## src/rtl/core/pmfa_pkg.sv

```systemverilog
// ----------------------------------------------------------------------------
// Pulse meter fill alarm package
// Shared widths, request and register codes, reset values and the command
// and status bundles between the controller and the datapath.
// ----------------------------------------------------------------------------
package pmfa_pkg;

    // Default number of counted channels.
    localparam int NUM_CHANNELS = 5;
    // Number of count fields in one result.
    localparam int NUM_COUNT_FIELDS = 5;

    // Field widths.
    localparam int REQ_W      = 2;
    localparam int CH_W       = 3;
    localparam int CNT_W      = 32;
    localparam int RDIV_W     = 16;
    localparam int THR_W      = 31;
    localparam int BDIV_W     = 8;
    localparam int CFG_IDX_W  = 2;
    localparam int CFG_DATA_W = 32;

    // Request types carried by req_type.
    typedef enum logic [REQ_W-1:0] {
        REQ_PULSE  = 2'd0,
        REQ_UPDATE = 2'd1,
        REQ_BEEP   = 2'd2
    } t_req_type;

    // Configuration register indexes.
    typedef enum logic [CFG_IDX_W-1:0] {
        CFG_FLOW_CH    = 2'd0,
        CFG_REPORT_DIV = 2'd1,
        CFG_FILL_THR   = 2'd2,
        CFG_BEEP_DIV   = 2'd3
    } t_cfg_idx;

    // Configuration reset values.
    localparam logic [CH_W-1:0]   RST_FLOW_CH    = 3'd0;
    localparam logic [RDIV_W-1:0] RST_REPORT_DIV = 16'd10;
    localparam logic [THR_W-1:0]  RST_FILL_THR   = 31'd1000;
    localparam logic [BDIV_W-1:0] RST_BEEP_DIV   = 8'd4;

    // Commands from the controller to the datapath.
    typedef struct packed {
        logic capture;
        logic exec;
        logic load;
    } t_cmd;

    // Status from the datapath to the controller.
    typedef struct packed {
        logic need_div;
        logic div_done;
    } t_sts;

endpackage

```

## src/rtl/core/pmfa_if.sv

```systemverilog
// ----------------------------------------------------------------------------
// Pulse meter fill alarm channels
// Request, result and configuration write channels with valid/ready.
// ----------------------------------------------------------------------------

// Request channel: one pulse or tick per request.
interface pmfa_req_if;
    logic                         valid;
    logic                         ready;
    logic [pmfa_pkg::REQ_W-1:0]   req_type;
    logic [pmfa_pkg::CH_W-1:0]    channel;

    modport source (output valid, req_type, channel, input ready);
    modport sink   (input valid, req_type, channel, output ready);
endinterface

// Result channel: one result per request.
interface pmfa_res_if;
    logic                         valid;
    logic                         ready;
    logic                         report_due;
    logic                         full_res;
    logic                         beep_on;
    logic [pmfa_pkg::CNT_W-1:0]   count_a;
    logic [pmfa_pkg::CNT_W-1:0]   count_b;
    logic [pmfa_pkg::CNT_W-1:0]   count_c;
    logic [pmfa_pkg::CNT_W-1:0]   count_d;
    logic [pmfa_pkg::CNT_W-1:0]   count_e;

    modport source (output valid, report_due, full_res, beep_on,
                    count_a, count_b, count_c, count_d, count_e, input ready);
    modport sink   (input valid, report_due, full_res, beep_on,
                    count_a, count_b, count_c, count_d, count_e, output ready);
endinterface

// Configuration write channel.
interface pmfa_cfg_if;
    logic                             valid;
    logic                             ready;
    logic [pmfa_pkg::CFG_IDX_W-1:0]   reg_index;
    logic [pmfa_pkg::CFG_DATA_W-1:0]  wdata;

    modport source (output valid, reg_index, wdata, input ready);
    modport sink   (input valid, reg_index, wdata, output ready);
endinterface

```

## src/rtl/core/pulse_meter_fill_alarm.sv

```systemverilog
// ----------------------------------------------------------------------------
// Pulse meter fill alarm
// Counts meter pulses per channel, tracks container filling on the flow
// channel, hands out report requests and drives an alarm toggle pattern.
// ----------------------------------------------------------------------------
// Usage:
//   i_req carries one request: a pulse on a channel, an update tick or a
//   beep tick. Every request gives exactly one result on o_res, holding the
//   report request (update ticks only), the full state, the alarm drive and
//   the five channel counts after the request.
//   i_cfg writes the flow channel, report divider, fill threshold and beep
//   divider; it is ready whenever reset is released. The user writes it only
//   while the block is idle; the block itself does not enforce this.
//   A request is accepted, captured, executed and its result loaded into the
//   output register. A pulse on the flow channel with a nonzero report
//   divider first waits for the bit-serial remainder unit, which runs
//   32 steps to check the new count against the divider.
//   One request is in work at a time; the next is accepted once the result
//   is in the output register, even while that result still waits.
//   A stalled receiver holds the result and its valid; a finished request
//   waits to load until the output register is free.
//   Reset clears all counts and the fill and alarm state and restores the
//   register defaults; no request is accepted during reset.
// ----------------------------------------------------------------------------
module pulse_meter_fill_alarm #(
    parameter int NUM_CHANNELS = pmfa_pkg::NUM_CHANNELS
) (
    input  logic           i_clk,
    input  logic           i_rst_n,
    pmfa_req_if.sink       i_req,
    pmfa_res_if.source     o_res,
    pmfa_cfg_if.sink       i_cfg
);

    pmfa_pkg::t_cmd                 w_cmd;
    pmfa_pkg::t_sts                 w_sts;
    logic [pmfa_pkg::CNT_W-1:0]     w_counts [pmfa_pkg::NUM_COUNT_FIELDS];

    // Configuration writes are taken at any time outside reset.
    assign i_cfg.ready = i_rst_n;

    pmfa_ctrl u_ctrl (
        .i_clk       (i_clk),
        .i_rst_n     (i_rst_n),
        .i_in_valid  (i_req.valid),
        .o_in_ready  (i_req.ready),
        .o_out_valid (o_res.valid),
        .i_out_ready (o_res.ready),
        .i_sts       (w_sts),
        .o_cmd       (w_cmd)
    );

    pmfa_dp #(
        .NUM_CHANNELS (NUM_CHANNELS)
    ) u_dp (
        .i_clk        (i_clk),
        .i_rst_n      (i_rst_n),
        .i_cmd        (w_cmd),
        .o_sts        (w_sts),
        .i_req_type   (i_req.req_type),
        .i_channel    (i_req.channel),
        .i_cfg_we     (i_cfg.valid && i_cfg.ready),
        .i_cfg_index  (i_cfg.reg_index),
        .i_cfg_wdata  (i_cfg.wdata),
        .o_report_due (o_res.report_due),
        .o_full_res   (o_res.full_res),
        .o_beep_on    (o_res.beep_on),
        .o_counts     (w_counts)
    );

    // Count fields in channel order.
    assign o_res.count_a = w_counts[0];
    assign o_res.count_b = w_counts[1];
    assign o_res.count_c = w_counts[2];
    assign o_res.count_d = w_counts[3];
    assign o_res.count_e = w_counts[4];

endmodule

```

## src/rtl/core/pmfa_mod.sv

```systemverilog
// ----------------------------------------------------------------------------
// Pulse meter fill alarm serial remainder unit
// Restoring remainder of a 32-bit count by the 16-bit report divider,
// one dividend bit per cycle.
// ----------------------------------------------------------------------------
module pmfa_mod (
    input  logic                          i_clk,
    input  logic                          i_rst_n,
    input  logic                          i_start,
    input  logic [pmfa_pkg::CNT_W-1:0]    i_dividend,
    input  logic [pmfa_pkg::RDIV_W-1:0]   i_divisor,
    output logic                          o_done,
    output logic                          o_zero
);

    localparam int STEPS  = pmfa_pkg::CNT_W;
    localparam int STEP_W = $clog2(STEPS);
    localparam int REM_W  = pmfa_pkg::RDIV_W;

    logic              r_busy;
    logic [STEP_W-1:0] r_step;
    logic [REM_W-1:0]  r_rem;
    logic [STEPS-1:0]  r_dvd;

    logic [REM_W:0]    w_shift;
    logic [REM_W:0]    w_sub;
    logic              w_ge;
    logic [REM_W-1:0]  n_rem;

    // One restoring step: shift in the next dividend bit, subtract if it fits.
    always_comb begin
        w_shift = {r_rem, r_dvd[STEPS-1]};
        w_ge    = (w_shift >= {1'b0, i_divisor});
        w_sub   = w_shift - {1'b0, i_divisor};
        n_rem   = w_ge ? w_sub[REM_W-1:0] : w_shift[REM_W-1:0];
    end

    // Step counter and remainder registers.
    always_ff @(posedge i_clk) begin
        if (!i_rst_n) begin
            r_busy <= 1'b0;
            r_step <= '0;
        end else if (i_start) begin
            r_busy <= 1'b1;
            r_step <= '0;
            r_rem  <= '0;
            r_dvd  <= i_dividend;
        end else if (r_busy) begin
            r_rem  <= n_rem;
            r_dvd  <= {r_dvd[STEPS-2:0], 1'b0};
            r_step <= r_step + 1'b1;
            if (r_step == STEP_W'(STEPS - 1)) begin
                r_busy <= 1'b0;
            end
        end
    end

    // The last step's remainder is ready in the cycle of done.
    assign o_done = r_busy && (r_step == STEP_W'(STEPS - 1));
    assign o_zero = (n_rem == '0);

endmodule

```

## src/rtl/core/pmfa_dp.sv

```systemverilog
// ----------------------------------------------------------------------------
// Pulse meter fill alarm datapath
// Configuration registers, pulse counters, fill and alarm state, and the
// result register.
// ----------------------------------------------------------------------------
module pmfa_dp #(
    parameter int NUM_CHANNELS = pmfa_pkg::NUM_CHANNELS
) (
    input  logic                              i_clk,
    input  logic                              i_rst_n,
    input  pmfa_pkg::t_cmd                    i_cmd,
    output pmfa_pkg::t_sts                    o_sts,
    input  logic [pmfa_pkg::REQ_W-1:0]        i_req_type,
    input  logic [pmfa_pkg::CH_W-1:0]         i_channel,
    input  logic                              i_cfg_we,
    input  logic [pmfa_pkg::CFG_IDX_W-1:0]    i_cfg_index,
    input  logic [pmfa_pkg::CFG_DATA_W-1:0]   i_cfg_wdata,
    output logic                              o_report_due,
    output logic                              o_full_res,
    output logic                              o_beep_on,
    output logic [pmfa_pkg::CNT_W-1:0]        o_counts [pmfa_pkg::NUM_COUNT_FIELDS]
);

    localparam int CNT_W  = pmfa_pkg::CNT_W;
    localparam int CH_W   = pmfa_pkg::CH_W;
    localparam int BDIV_W = pmfa_pkg::BDIV_W;
    localparam int NCF    = pmfa_pkg::NUM_COUNT_FIELDS;

    // Configuration registers.
    logic [CH_W-1:0]             r_flow_ch;
    logic [pmfa_pkg::RDIV_W-1:0] r_rep_div;
    logic [pmfa_pkg::THR_W-1:0]  r_fill_thr;
    logic [BDIV_W-1:0]           r_beep_div;

    // Captured request.
    pmfa_pkg::t_req_type r_req;
    logic [CH_W-1:0]     r_ch;

    // Block state.
    logic [CNT_W-1:0]  r_counts [NUM_CHANNELS];
    logic              r_report_flag;
    logic              r_flow_seen;
    logic [CNT_W-1:0]  r_fill_now;
    logic [CNT_W-1:0]  r_fill_before;
    logic              r_full;
    logic              r_beep_phase;
    logic [BDIV_W-1:0] r_beep_step;
    logic              r_due;

    // Result register.
    logic              r_o_due;
    logic              r_o_full;
    logic              r_o_beep;
    logic [CNT_W-1:0]  r_o_counts [NCF];

    logic [NUM_CHANNELS-1:0] w_hit;
    logic                    w_ch_ok;
    logic                    w_flow_hit;
    logic [CNT_W-1:0]        w_sel_cnt;
    logic [CNT_W-1:0]        w_fill_inc;
    logic [BDIV_W-1:0]       w_bstep_inc;
    logic [BDIV_W-1:0]       w_bstep_nxt;
    logic                    w_btoggle;
    logic                    w_div_done;
    logic                    w_div_zero;
    logic [CNT_W-1:0]        w_cnt_src [NCF];

    // Channel decode and selection of the pulsed channel's count.
    always_comb begin
        w_sel_cnt = '0;
        for (int k = 0; k < NUM_CHANNELS; k++) begin
            w_hit[k] = (int'(r_ch) == k);
            if (w_hit[k]) begin
                w_sel_cnt = w_sel_cnt | r_counts[k];
            end
        end
        w_ch_ok    = (int'(r_ch) < NUM_CHANNELS);
        w_flow_hit = w_ch_ok && (r_ch == r_flow_ch);
    end

    // Saturating fill count and alarm pattern step.
    always_comb begin
        w_fill_inc  = (r_fill_now == '1) ? r_fill_now : r_fill_now + 1'b1;
        w_bstep_inc = r_beep_step + 1'b1;
        w_bstep_nxt = (w_bstep_inc > r_beep_div) ? '0 : w_bstep_inc;
        w_btoggle   = ((r_beep_div != '0) && (r_beep_step == r_beep_div - 1'b1))
                      || (r_beep_step == r_beep_div);
    end

    // A flow pulse with a nonzero divider needs the remainder check.
    assign o_sts.need_div = (r_req == pmfa_pkg::REQ_PULSE) && w_flow_hit
                            && (r_rep_div != '0);
    assign o_sts.div_done = w_div_done;

    pmfa_mod u_mod (
        .i_clk      (i_clk),
        .i_rst_n    (i_rst_n),
        .i_start    (i_cmd.exec && o_sts.need_div),
        .i_dividend (w_sel_cnt + 1'b1),
        .i_divisor  (r_rep_div),
        .o_done     (w_div_done),
        .o_zero     (w_div_zero)
    );

    // Configuration writes.
    always_ff @(posedge i_clk) begin
        if (!i_rst_n) begin
            r_flow_ch  <= pmfa_pkg::RST_FLOW_CH;
            r_rep_div  <= pmfa_pkg::RST_REPORT_DIV;
            r_fill_thr <= pmfa_pkg::RST_FILL_THR;
            r_beep_div <= pmfa_pkg::RST_BEEP_DIV;
        end else if (i_cfg_we) begin
            unique case (pmfa_pkg::t_cfg_idx'(i_cfg_index))
                pmfa_pkg::CFG_FLOW_CH:    r_flow_ch  <= i_cfg_wdata[CH_W-1:0];
                pmfa_pkg::CFG_REPORT_DIV: r_rep_div  <= i_cfg_wdata[pmfa_pkg::RDIV_W-1:0];
                pmfa_pkg::CFG_FILL_THR:   r_fill_thr <= i_cfg_wdata[pmfa_pkg::THR_W-1:0];
                pmfa_pkg::CFG_BEEP_DIV:   r_beep_div <= i_cfg_wdata[BDIV_W-1:0];
                default: ;
            endcase
        end
    end

    // Request capture.
    always_ff @(posedge i_clk) begin
        if (i_cmd.capture) begin
            r_req <= pmfa_pkg::t_req_type'(i_req_type);
            r_ch  <= i_channel;
        end
    end

    // Counters: the pulsed channel increments, wrapping.
    always_ff @(posedge i_clk) begin
        if (!i_rst_n) begin
            for (int k = 0; k < NUM_CHANNELS; k++) begin
                r_counts[k] <= '0;
            end
        end else if (i_cmd.exec && (r_req == pmfa_pkg::REQ_PULSE)) begin
            for (int k = 0; k < NUM_CHANNELS; k++) begin
                if (w_hit[k]) begin
                    r_counts[k] <= r_counts[k] + 1'b1;
                end
            end
        end
    end

    // Report flag, fill state and alarm pattern.
    always_ff @(posedge i_clk) begin
        if (!i_rst_n) begin
            r_report_flag <= 1'b0;
            r_flow_seen   <= 1'b0;
            r_fill_now    <= '0;
            r_fill_before <= '0;
            r_full        <= 1'b0;
            r_beep_phase  <= 1'b0;
            r_beep_step   <= '0;
            r_due         <= 1'b0;
        end else if (w_div_done) begin
            // The new flow count is a multiple of the divider.
            if (w_div_zero) begin
                r_report_flag <= 1'b1;
            end
        end else if (i_cmd.exec) begin
            r_due <= 1'b0;
            case (r_req)
                pmfa_pkg::REQ_PULSE: begin
                    if (w_flow_hit) begin
                        r_flow_seen <= 1'b1;
                        r_fill_now  <= w_fill_inc;
                    end else if (w_ch_ok) begin
                        r_report_flag <= 1'b1;
                    end
                end
                pmfa_pkg::REQ_UPDATE: begin
                    r_due         <= r_report_flag;
                    r_report_flag <= 1'b0;
                    if (r_fill_now != r_fill_before) begin
                        r_fill_before <= r_fill_now;
                        if (r_fill_now > {1'b0, r_fill_thr}) begin
                            r_full <= 1'b1;
                        end
                    end else if (r_flow_seen) begin
                        // Flow stopped after flowing: start over.
                        r_flow_seen   <= 1'b0;
                        r_fill_now    <= '0;
                        r_fill_before <= '0;
                        r_full        <= 1'b0;
                        r_beep_phase  <= 1'b0;
                        r_beep_step   <= '0;
                    end
                end
                pmfa_pkg::REQ_BEEP: begin
                    if (r_full) begin
                        r_beep_step  <= w_bstep_nxt;
                        r_beep_phase <= r_beep_phase ^ w_btoggle;
                    end else begin
                        r_beep_step  <= '0;
                        r_beep_phase <= 1'b0;
                    end
                end
                default: ;
            endcase
        end
    end

    // Count fields of channels that do not exist read as zero.
    for (genvar g = 0; g < NCF; g++) begin : g_cnt_src
        if (g < NUM_CHANNELS) begin : g_real
            assign w_cnt_src[g] = r_counts[g];
        end else begin : g_none
            assign w_cnt_src[g] = '0;
        end
    end

    // Result register, loaded once the item is complete.
    always_ff @(posedge i_clk) begin
        if (i_cmd.load) begin
            r_o_due  <= r_due;
            r_o_full <= r_full;
            r_o_beep <= r_beep_phase;
            for (int k = 0; k < NCF; k++) begin
                r_o_counts[k] <= w_cnt_src[k];
            end
        end
    end

    assign o_report_due = r_o_due;
    assign o_full_res   = r_o_full;
    assign o_beep_on    = r_o_beep;
    assign o_counts     = r_o_counts;

endmodule

```

## src/rtl/core/pmfa_ctrl.sv

```systemverilog
// ----------------------------------------------------------------------------
// Pulse meter fill alarm controller
// Sequences capture, execution, the remainder check and the result load,
// and owns the handshakes of the request and result channels.
// ----------------------------------------------------------------------------
module pmfa_ctrl (
    input  logic           i_clk,
    input  logic           i_rst_n,
    input  logic           i_in_valid,
    output logic           o_in_ready,
    output logic           o_out_valid,
    input  logic           i_out_ready,
    input  pmfa_pkg::t_sts i_sts,
    output pmfa_pkg::t_cmd o_cmd
);

    typedef enum logic [1:0] {
        S_IDLE,
        S_EXEC,
        S_DIV,
        S_LOAD
    } t_state;

    t_state r_state;
    logic   r_out_valid;

    // Commands decoded from the state.
    always_comb begin
        o_cmd.capture = (r_state == S_IDLE) && i_in_valid;
        o_cmd.exec    = (r_state == S_EXEC);
        o_cmd.load    = (r_state == S_LOAD) && (!r_out_valid || i_out_ready);
    end

    // No request is taken while reset is held.
    assign o_in_ready  = (r_state == S_IDLE) && i_rst_n;
    assign o_out_valid = r_out_valid;

    // State and result valid.
    always_ff @(posedge i_clk) begin
        if (!i_rst_n) begin
            r_state     <= S_IDLE;
            r_out_valid <= 1'b0;
        end else begin
            // A taken result clears valid unless the next one loads now.
            if (r_out_valid && i_out_ready && !o_cmd.load) begin
                r_out_valid <= 1'b0;
            end
            unique case (r_state)
                S_IDLE: begin
                    if (i_in_valid) begin
                        r_state <= S_EXEC;
                    end
                end
                S_EXEC: begin
                    r_state <= i_sts.need_div ? S_DIV : S_LOAD;
                end
                S_DIV: begin
                    if (i_sts.div_done) begin
                        r_state <= S_LOAD;
                    end
                end
                S_LOAD: begin
                    if (!r_out_valid || i_out_ready) begin
                        r_out_valid <= 1'b1;
                        r_state     <= S_IDLE;
                    end
                end
                default: r_state <= S_IDLE;
            endcase
        end
    end

`ifndef NO_ASSERTIONS
    a_capture_exec: assert property (@(posedge i_clk) disable iff (!i_rst_n)
        o_cmd.capture |=> (r_state == S_EXEC))
        else $error("captured request not executed next");

    a_exec_next: assert property (@(posedge i_clk) disable iff (!i_rst_n)
        (r_state == S_EXEC) |=> (r_state == S_DIV || r_state == S_LOAD))
        else $error("execution not followed by remainder check or load");

    a_div_hold: assert property (@(posedge i_clk) disable iff (!i_rst_n)
        (r_state == S_DIV && !i_sts.div_done) |=> (r_state == S_DIV))
        else $error("remainder check left before it finished");

    a_done_in_div: assert property (@(posedge i_clk) disable iff (!i_rst_n)
        i_sts.div_done |-> (r_state == S_DIV))
        else $error("remainder unit finished outside its wait");

    a_valid_from_load: assert property (@(posedge i_clk) disable iff (!i_rst_n)
        $rose(r_out_valid) |-> ($past(r_state) == S_LOAD))
        else $error("result valid raised without a load");
`endif

endmodule

```

## src/flat_wrapper.sv

```systemverilog
// flat-port wrapper written by rule: the top's interface ports become plain ports
module pulse_meter_fill_alarm_flat 
#(
    parameter int NUM_CHANNELS = pmfa_pkg::NUM_CHANNELS
)
  (i_clk, i_rst_n, i_req_valid, i_req_req_type, i_req_channel, i_req_ready, o_res_valid, o_res_report_due, o_res_full_res, o_res_beep_on, o_res_count_a, o_res_count_b, o_res_count_c, o_res_count_d, o_res_count_e, o_res_ready, i_cfg_valid, i_cfg_reg_index, i_cfg_wdata, i_cfg_ready);
  pmfa_req_if i_req_i ();
  pmfa_res_if o_res_i ();
  pmfa_cfg_if i_cfg_i ();
  input  logic i_clk;
  input  logic i_rst_n;
  input wire logic [$bits(i_req_i.valid)-1:0] i_req_valid;
  input wire logic [$bits(i_req_i.req_type)-1:0] i_req_req_type;
  input wire logic [$bits(i_req_i.channel)-1:0] i_req_channel;
  output wire logic [$bits(i_req_i.ready)-1:0] i_req_ready;
  output wire logic [$bits(o_res_i.valid)-1:0] o_res_valid;
  output wire logic [$bits(o_res_i.report_due)-1:0] o_res_report_due;
  output wire logic [$bits(o_res_i.full_res)-1:0] o_res_full_res;
  output wire logic [$bits(o_res_i.beep_on)-1:0] o_res_beep_on;
  output wire logic [$bits(o_res_i.count_a)-1:0] o_res_count_a;
  output wire logic [$bits(o_res_i.count_b)-1:0] o_res_count_b;
  output wire logic [$bits(o_res_i.count_c)-1:0] o_res_count_c;
  output wire logic [$bits(o_res_i.count_d)-1:0] o_res_count_d;
  output wire logic [$bits(o_res_i.count_e)-1:0] o_res_count_e;
  input wire logic [$bits(o_res_i.ready)-1:0] o_res_ready;
  input wire logic [$bits(i_cfg_i.valid)-1:0] i_cfg_valid;
  input wire logic [$bits(i_cfg_i.reg_index)-1:0] i_cfg_reg_index;
  input wire logic [$bits(i_cfg_i.wdata)-1:0] i_cfg_wdata;
  output wire logic [$bits(i_cfg_i.ready)-1:0] i_cfg_ready;
  assign i_req_i.valid = i_req_valid;
  assign i_req_i.req_type = i_req_req_type;
  assign i_req_i.channel = i_req_channel;
  assign i_req_ready = i_req_i.ready;
  assign o_res_valid = o_res_i.valid;
  assign o_res_report_due = o_res_i.report_due;
  assign o_res_full_res = o_res_i.full_res;
  assign o_res_beep_on = o_res_i.beep_on;
  assign o_res_count_a = o_res_i.count_a;
  assign o_res_count_b = o_res_i.count_b;
  assign o_res_count_c = o_res_i.count_c;
  assign o_res_count_d = o_res_i.count_d;
  assign o_res_count_e = o_res_i.count_e;
  assign o_res_i.ready = o_res_ready;
  assign i_cfg_i.valid = i_cfg_valid;
  assign i_cfg_i.reg_index = i_cfg_reg_index;
  assign i_cfg_i.wdata = i_cfg_wdata;
  assign i_cfg_ready = i_cfg_i.ready;
  pulse_meter_fill_alarm #(.NUM_CHANNELS(NUM_CHANNELS)) u_core (.i_clk(i_clk), .i_rst_n(i_rst_n), .i_req(i_req_i), .o_res(o_res_i), .i_cfg(i_cfg_i));
endmodule
```

## config.mk

```make
export PLATFORM = sky130hd
export DESIGN_NAME = pulse_meter_fill_alarm_flat
export DESIGN_NICKNAME = d
export VERILOG_FILES = /design/src/rtl/core/pmfa_pkg.sv /design/src/rtl/core/pmfa_if.sv /design/src/rtl/core/pulse_meter_fill_alarm.sv /design/src/rtl/core/pmfa_mod.sv /design/src/rtl/core/pmfa_dp.sv /design/src/rtl/core/pmfa_ctrl.sv /design/src/flat_wrapper.sv
export SDC_FILE = /design/constraint.sdc
export NUM_CORES = 1
export LEC_CHECK = 0
export ABC_AREA = 1
export BUFFER_PORTS_ARGS = -buffer_cell sky130_fd_sc_hd__buf_2
export CAP_MARGIN = 20
export CORE_UTILIZATION = 40
export CTS_CLUSTER_SIZE = 20
export DETAILED_ROUTE_END_ITERATION = 16
export PLACE_DENSITY = 0.56
export SETUP_SLACK_MARGIN = 0.1
export SLEW_MARGIN = 20
export SYNTH_ARGS = -nofsm -noshare
export SYNTH_HDL_FRONTEND = slang
export SYNTH_HIERARCHICAL = 1
export SYNTH_SLANG_ARGS = --single-unit
```

## constraint.sdc

```tcl
create_clock -name i_clk -period 8.9 [get_ports i_clk]
set_input_delay 0.445 -clock i_clk [delete_from_list [all_inputs] [get_ports i_clk]]
set_output_delay 0.445 -clock i_clk [all_outputs]
set_load 0.05 [all_outputs]
```

Word-level counts from Yosys, hierarchy flattened

Memories as Yosys holds them, arrays and structs flattened.
Index checks and enable logic that the tools add are counted.

Flip-flop bits (word level): 360
RAM bits: 160
Input port bits: 44
Output and inout port bits: 166
Word-level logic and storage cells: 202
Memories: 1

Memory list:

| name                 | depth | bits a word | read ports | clocked after Yosys merged registers in | write ports | line          | text |
|---|---|---|---|---|---|---|---|
| u_core.u_dp.r_counts | 5     | 32          | 5          | 0                                       | 5           | pmfa_dp.sv:40 | `logic [CNT_W-1:0] r_counts [NUM_CHANNELS];` |

$add $sub $neg: 11
Order comparisons: 4
Equal/unequal tests: 29
Mux-type cells: 73
Bitwise gates (word level): 12
Reductions and logical operators: 44

Operators by type and width:

| kind                                                            | count |
|---|---|
| 32-bit 2-to-1 mux                                               | 17 |
| 32-bit by 1-bit adder with 32-bit output, second input constant | 7 |
| 32-bit OR                                                       | 4 |
| 32-bit one-hot mux with 2 select lines                          | 1 |
| 1-bit 2-to-1 mux                                                | 41 |
| 32-bit == test, second input constant                           | 1 |
| 32-bit by 31-bit greater-than comparator with 1-bit output      | 1 |
| 16-bit 2-to-1 mux                                               | 2 |
| 8-bit 2-to-1 mux                                                | 4 |
| 32-bit inequality test                                          | 1 |
| 5-bit AND reduction                                             | 4 |
| 17-bit by 16-bit >= comparator with 1-bit output                | 1 |
| 8-bit == test                                                   | 2 |
| 16-bit logical NOT                                              | 1 |
| 8-bit one-hot mux with 2 select lines                           | 1 |
| 16-bit nonzero test                                             | 1 |
| 16-bit subtractor                                               | 1 |
| 2-bit inequality test, second input constant                    | 7 |
| 1-bit logical AND                                               | 13 |
| 2-bit AND reduction                                             | 6 |
| 2-bit == test, second input constant                            | 5 |
| 2-bit nonzero test                                              | 5 |
| 3-bit == test, second input constant                            | 3 |
| 8-bit by 1-bit adder with 8-bit output, second input constant   | 1 |
| 26 further kinds                                                | 43 |

Logic depth before layout (Yosys ltp)

Word-level depth: 12
Gate-level depth with buffers: 20
Gate-level depth less buffers: 20

Cells and area by module

Netlist, hierarchy kept.

Modules (own cells, without submodules):

| module                 | instances | cells an instance | area each (um^2) | sequential area each (um^2) |
|---|---|---|---|---|
| pmfa_dp                | 1         | 3022              | 24591.1          | 12552.0 |
| pmfa_mod               | 1         | 500               | 3702.3           | 1561.5 |
| pmfa_ctrl              | 1         | 36                | 245.2            | 60.1 |
| pulse_meter_fill_alarm | 1         | 3                 | 15.0             | 0.0 |

Least setup slack after synthesis

No wires, ideal clock.

Path kind: reg2reg
From: register u_core.u_ctrl.r_out_valid, in the netlist u_core/u_ctrl/o_out_valid
To: register u_core.u_dp.r_o_beep, in the netlist u_core/u_dp/o_beep_on, enable pin
Setup time: 0.739 ns
Arrival time: 8.437 ns
Required time: 8.161 ns
Setup slack: -0.276 ns
Stages on the path, launching flop included: 2
Path buffers: 0
Clock period less this slack: 9.176 ns
Cells stage by stage: dfxtp_1 a21oi_1

RTL lines:

| item                   | line            | text |
|---|---|---|
| from (decl)            | pmfa_ctrl.sv:25 | `logic r_out_valid;` |
| from (signal assigned) | pmfa_ctrl.sv:42 | `r_out_valid <= 1'b0;` |
| from (signal assigned) | pmfa_ctrl.sv:46 | `r_out_valid <= 1'b0;` |
| from (signal assigned) | pmfa_ctrl.sv:64 | `r_out_valid <= 1'b1;` |
| to (signal assigned)   | pmfa_dp.sv:219  | `r_o_beep <= r_beep_phase;` |
| to (decl)              | pmfa_dp.sv:53   | `logic r_o_beep;` |

Final worst setup path

From: register u_core.u_dp.r_ch[2]
To: register u_core.u_dp.u_mod.r_dvd[30], data pin

Cells in the longest elaborated chain, start to end: 12
Elaborated cells between the ends (all ways): 22
Those cells by class: add/sub: 1; order compare: 1; eq/ne: 5; mux: 6; bitwise: 4; reduce/logical: 5

RTL lines:

| item                                     | line           | text |
|---|---|---|
| from (decl)                              | pmfa_dp.sv:37  | `logic [CH_W-1:0] r_ch;` |
| from (signal assigned)                   | pmfa_dp.sv:127 | `r_ch <= i_channel;` |
| 3-bit logical NOT                        | pmfa_dp.sv:72  | `w_hit[k] = (int'(r_ch) == k);` |
| 32-bit 2-to-1 mux                        | pmfa_dp.sv:73  | `if (w_hit[k]) begin` |
| 32-bit OR                                | pmfa_dp.sv:74  | `w_sel_cnt = w_sel_cnt \| r_counts[k];` |
| 32-bit 2-to-1 mux                        | pmfa_dp.sv:73  |  |
| 32-bit OR                                | pmfa_dp.sv:74  |  |
| 32-bit 2-to-1 mux                        | pmfa_dp.sv:73  |  |
| 32-bit OR                                | pmfa_dp.sv:74  |  |
| 32-bit 2-to-1 mux                        | pmfa_dp.sv:73  |  |
| 32-bit OR                                | pmfa_dp.sv:74  |  |
| 32-bit 2-to-1 mux                        | pmfa_dp.sv:73  |  |
| 32-bit by 1-bit adder with 32-bit output | pmfa_dp.sv:99  | `.i_dividend (w_sel_cnt + 1'b1),` |
| 32-bit 2-to-1 mux *                      | pmfa_mod.sv:43 | `end else if (i_start) begin` |
| to (signal assigned)                     | pmfa_mod.sv:47 | `r_dvd <= i_dividend;` |
| to (signal assigned)                     | pmfa_mod.sv:50 | `r_dvd <= {r_dvd[STEPS-2:0], 1'b0};` |
| to (decl)                                | pmfa_mod.sv:23 | `logic [STEPS-1:0] r_dvd;` |

Every way passes the cells marked *; elsewhere a longest branch is shown, timed or not.
A chain may end at the register's enable or synchronous reset.

==> impl_metrics.csv <==
group,metric,value,unit
run_status,outcome,"complete, no violations",
global_route,track_usage,22.2,%
timing,tightest_slew,1060,ps
floorplanning,ioPinCount,210,
timing,fin_setup_tns,0,ps
global_route,gr-total-overflow,0,
timing,rsz0062_at_grt,"no",
timing,setup_violations,0,
global_route,antenna_found_initial,3,
worst_setup_path,reg2reg_depth,16,
cts,root_buffer,"clkbuf_16",
floorplanning,die_h,269,um
cts,cts-htree-levels,2,
floorplanning,row_count,97,
yosys,yosysWarnings,6,
yosys,ys_ff_latch,520,
cts,clk_pin_slew,60,ps
layout,diodes,0,
timing,fin_crit,3940,ps
placement,dp_hpwl,60400,um
timing,skew,21.1,ps
worst_setup_path,r2r_slack,4960,ps
global_route,grt_max_degree,81,
yosys,synth_edf_count,376,
yosys,ys_async_sr_fraction,0,%
cts,cts_tree,"done",
worst_setup_path,r2r_end,"u_core/u_dp/u_mod/r_dvd[30]",
worst_setup_path,required,9280,ps
power,power.density,203,nW/um2
worst_setup_path,crit_end,"u_core/u_dp/u_mod/r_dvd[30]",
yosys,ys_seq_area_share,49.6,%
floorplanning,core_area,70400,um2
timing,min_period_over_period,44.2,%
yosys,avgSynthCellArea,8.02,um2
flow_run,cap_violations,0,
detailed_routing,wl_per_cell,17.4,um
detailed_routing,drc_errors,0,
hold_path,worstHoldPathType,"input port to flip-flop",
timing,slew_violations,0,
detailed_routing,drt-initial-drc-count,2067,
cts,clock-sinks,520,
layout,final_common_cell,"nand2_1",
cts,cts_setup_buffers,0,
cts,cts_buffer_depth,3,
power,power.leakage,13.0,nW
timing,slew_headroom,29.1,%
detailed_routing,wirelength,82200,um
power,peakVddDrop,147,uV
global_route,grt_first_pass_wirelength,127000,um
layout,num-nets-final,3856,
worst_setup_path,crit_start,"u_core/u_dp/r_ch[2]",
floorplanning,die-area,72500,um2
floorplanning,initial_core_util,40.6,%
yosys,synth_fp_nets,3677,
detailed_routing,ant_nets,0,
global_route,grt_pass1_vias,22077,
cts,clk_latency,640,ps
timing,timing.fmax,0.254,GHz
yosys,ys.flop_type,"edfxtp_1",
timing,hold_viol,0,
yosys,syn_inst,3561,
layout,final_cell_mix,"919 x nand2_1, 500 x nor2_1, 414 x inv_1, 376 x edfxtp_1, 208 x buf_2",
layout,fillCellCount,7093,
placement,gp_congestion,0.953,
layout,drive_gt1_share,11.0,%
worst_setup_path,cp-end-kind,"flip-flop",
detailed_routing,viasPerCell,5.07,
worst_setup_path,critPathLaunchType,"flip-flop",
timing,whs,41.2,ps
worst_setup_path,critPathKind,"flip-flop to flip-flop",
layout,area_growth,14.1,%
floorplanning,die_w,269,um
detailed_routing,vias,23953,
worst_setup_path,crit_arrival,4320,ps
detailed_routing,first_pass_iters,6,
yosys,syn_area,28600,um2
worst_setup_path,cp_max_fo,23,
cts,cts_inserted_buffers,58,
placement,numPortBuffers,208,
yosys,ys_types,51,
worst_setup_path,r2r-start,"u_core/u_dp/r_ch[2]",
worst max-delay path, stage by stage (launching register included):
cell and delay [ps]:
edfxtp_1 480, inv_2 180, nand3_1 640, inv_2 660, nand2_1 90, nand2_1 150, nand3b_1 250, ha_1 320
nand3_2 180, inv_2 100, nand2_1 150, nor2_2 200, nand2_1 70, nand2_1 60, nand2_1 50, nand2_1 50
nand2_1 50
synth_stat cells, types with 21 or more instances:
| cell type | instances | share of area [%] |
|---|---|---|
| nor3b_1 | 27 | 0.71 |
| xor2_1 | 48 | 1.5 |
| a21oi_1 | 200 | 3.5 |
| o21a_1 | 21 | 0.55 |
| nand4_1 | 81 | 1.8 |
| nor4_1 | 23 | 0.50 |
| nor3_1 | 102 | 1.8 |
| nor2_1 | 501 | 6.6 |
| nand2_1 | 919 | 12 |
| nand3_1 | 165 | 2.9 |
| o21ai_0 | 118 | 2.1 |
| inv_1 | 415 | 5.5 |
| dfxtp_1 | 144 | 10 |
| edfxtp_1 | 376 | 40 |
| ha_1 | 71 | 3.1 |
| clkbuf_1 | 65 | 0.85 |
| nand3b_1 | 39 | 1.0 |
| buf_2 | 31 | 0.54 |
| xnor2_1 | 37 | 1.1 |
how the worst min path moves through the flow:
stage,endpoint,from,slack (ps),depth (start not counted)
after global placement,u_core/u_dp/o_report_due,u_core/u_dp/r_due,420,0
final,u_core/u_dp/r_ch[2],i_req_channel[2],40,1
after CTS,u_core/u_dp/r_ch[2],i_req_channel[2],8,1
after floorplan,u_core/u_dp/o_full_res,u_core/u_dp/r_full,410,0
after global routing,u_core/u_dp/r_ch[2],i_req_channel[2],30,1
after detailed placement,u_core/u_dp/o_full_res,u_core/u_dp/r_full,420,0
routing by layer:
layer / up-vias / track usage (%) / part of all wire, %
met3: 102 / 3.20 / 6.7
met4: 2 / 5.40 / 2.0
met5: - / 0 / 0.012
met2: 678 / 33.0 / 43
li1: 12112 / - / -
met1: 11059 / 33.7 / 49
cell families after synthesis:
| kind of cell | count (synthesis) | synth area share (%) |
|---|---|---|
| xor gates and xnor gates | 85 | 2.61 |
| and+or+nand+nor | 1929 | 29.2 |
| adders and majority gates | 72 | 3.18 |
| buffers and inverters | 552 | 7.73 |
| DFF | 520 | 49.6 |
| AOI/OAI and AO/OA | 403 | 7.65 |
registers in the layout, summed over array words and instances (netlist names), 5 cells and up:
name / cells
u_core/u_dp/r_beep_step: 8
u_core/u_dp/r_counts: 160
u_core/u_dp/u_mod/r_step: 5
u_core/u_dp/r_rep_div: 16
u_core/u_dp/o_counts: 160
u_core/u_dp/r_fill_now: 32
u_core/u_dp/r_fill_thr: 31
u_core/u_dp/u_mod/r_rem: 16
u_core/u_dp/r_beep_div: 8
u_core/u_dp/r_fill_before: 32
u_core/u_dp/u_mod/r_dvd: 32
what timing repair did:
item | 4_1_cts | 5_1_grt
hold buffers | 4 | 0
endpoints found under the hold margin | 4 | 0
resized for setup | 0 | 0
power breakdown:
part           internal (mW)  leakage, nW  total [mW]  switching (mW)
registers               2.80         4.80        2.93           0.128
clock network           1.53        0.994        2.56            1.02
logic                  0.254         7.25        1.14           0.884
stage by stage:
step	worst slack (ps)	power (mW)	util (%)	instances	instance area, um2
2_1_floorplan	3200	3.78	-	3561	28600
3_3_place_gp	5040	4.10	43.2	4613	30400
3_5_place_dp	5000	4.10	43.2	4613	30400
4_1_cts	4980	6.69	46.2	4726	32500
5_1_grt	4770	6.90	46.3	4729	32600
6_report	4960	6.62	46.3	4729	32600
layout make-up:
class                   count  area [um2]  area share (%)
inverters                 433        1630            4.99
multi-input cells        2489       12200            37.6
clock inverters            45         539            1.66
repair buffers            238        1340            4.10
well taps                 940        1180            3.61
clock buffers              64        1500            4.59
flip-flops and latches    520       14200            43.5
No activity file was read; power rests on OpenSTA's default activity.
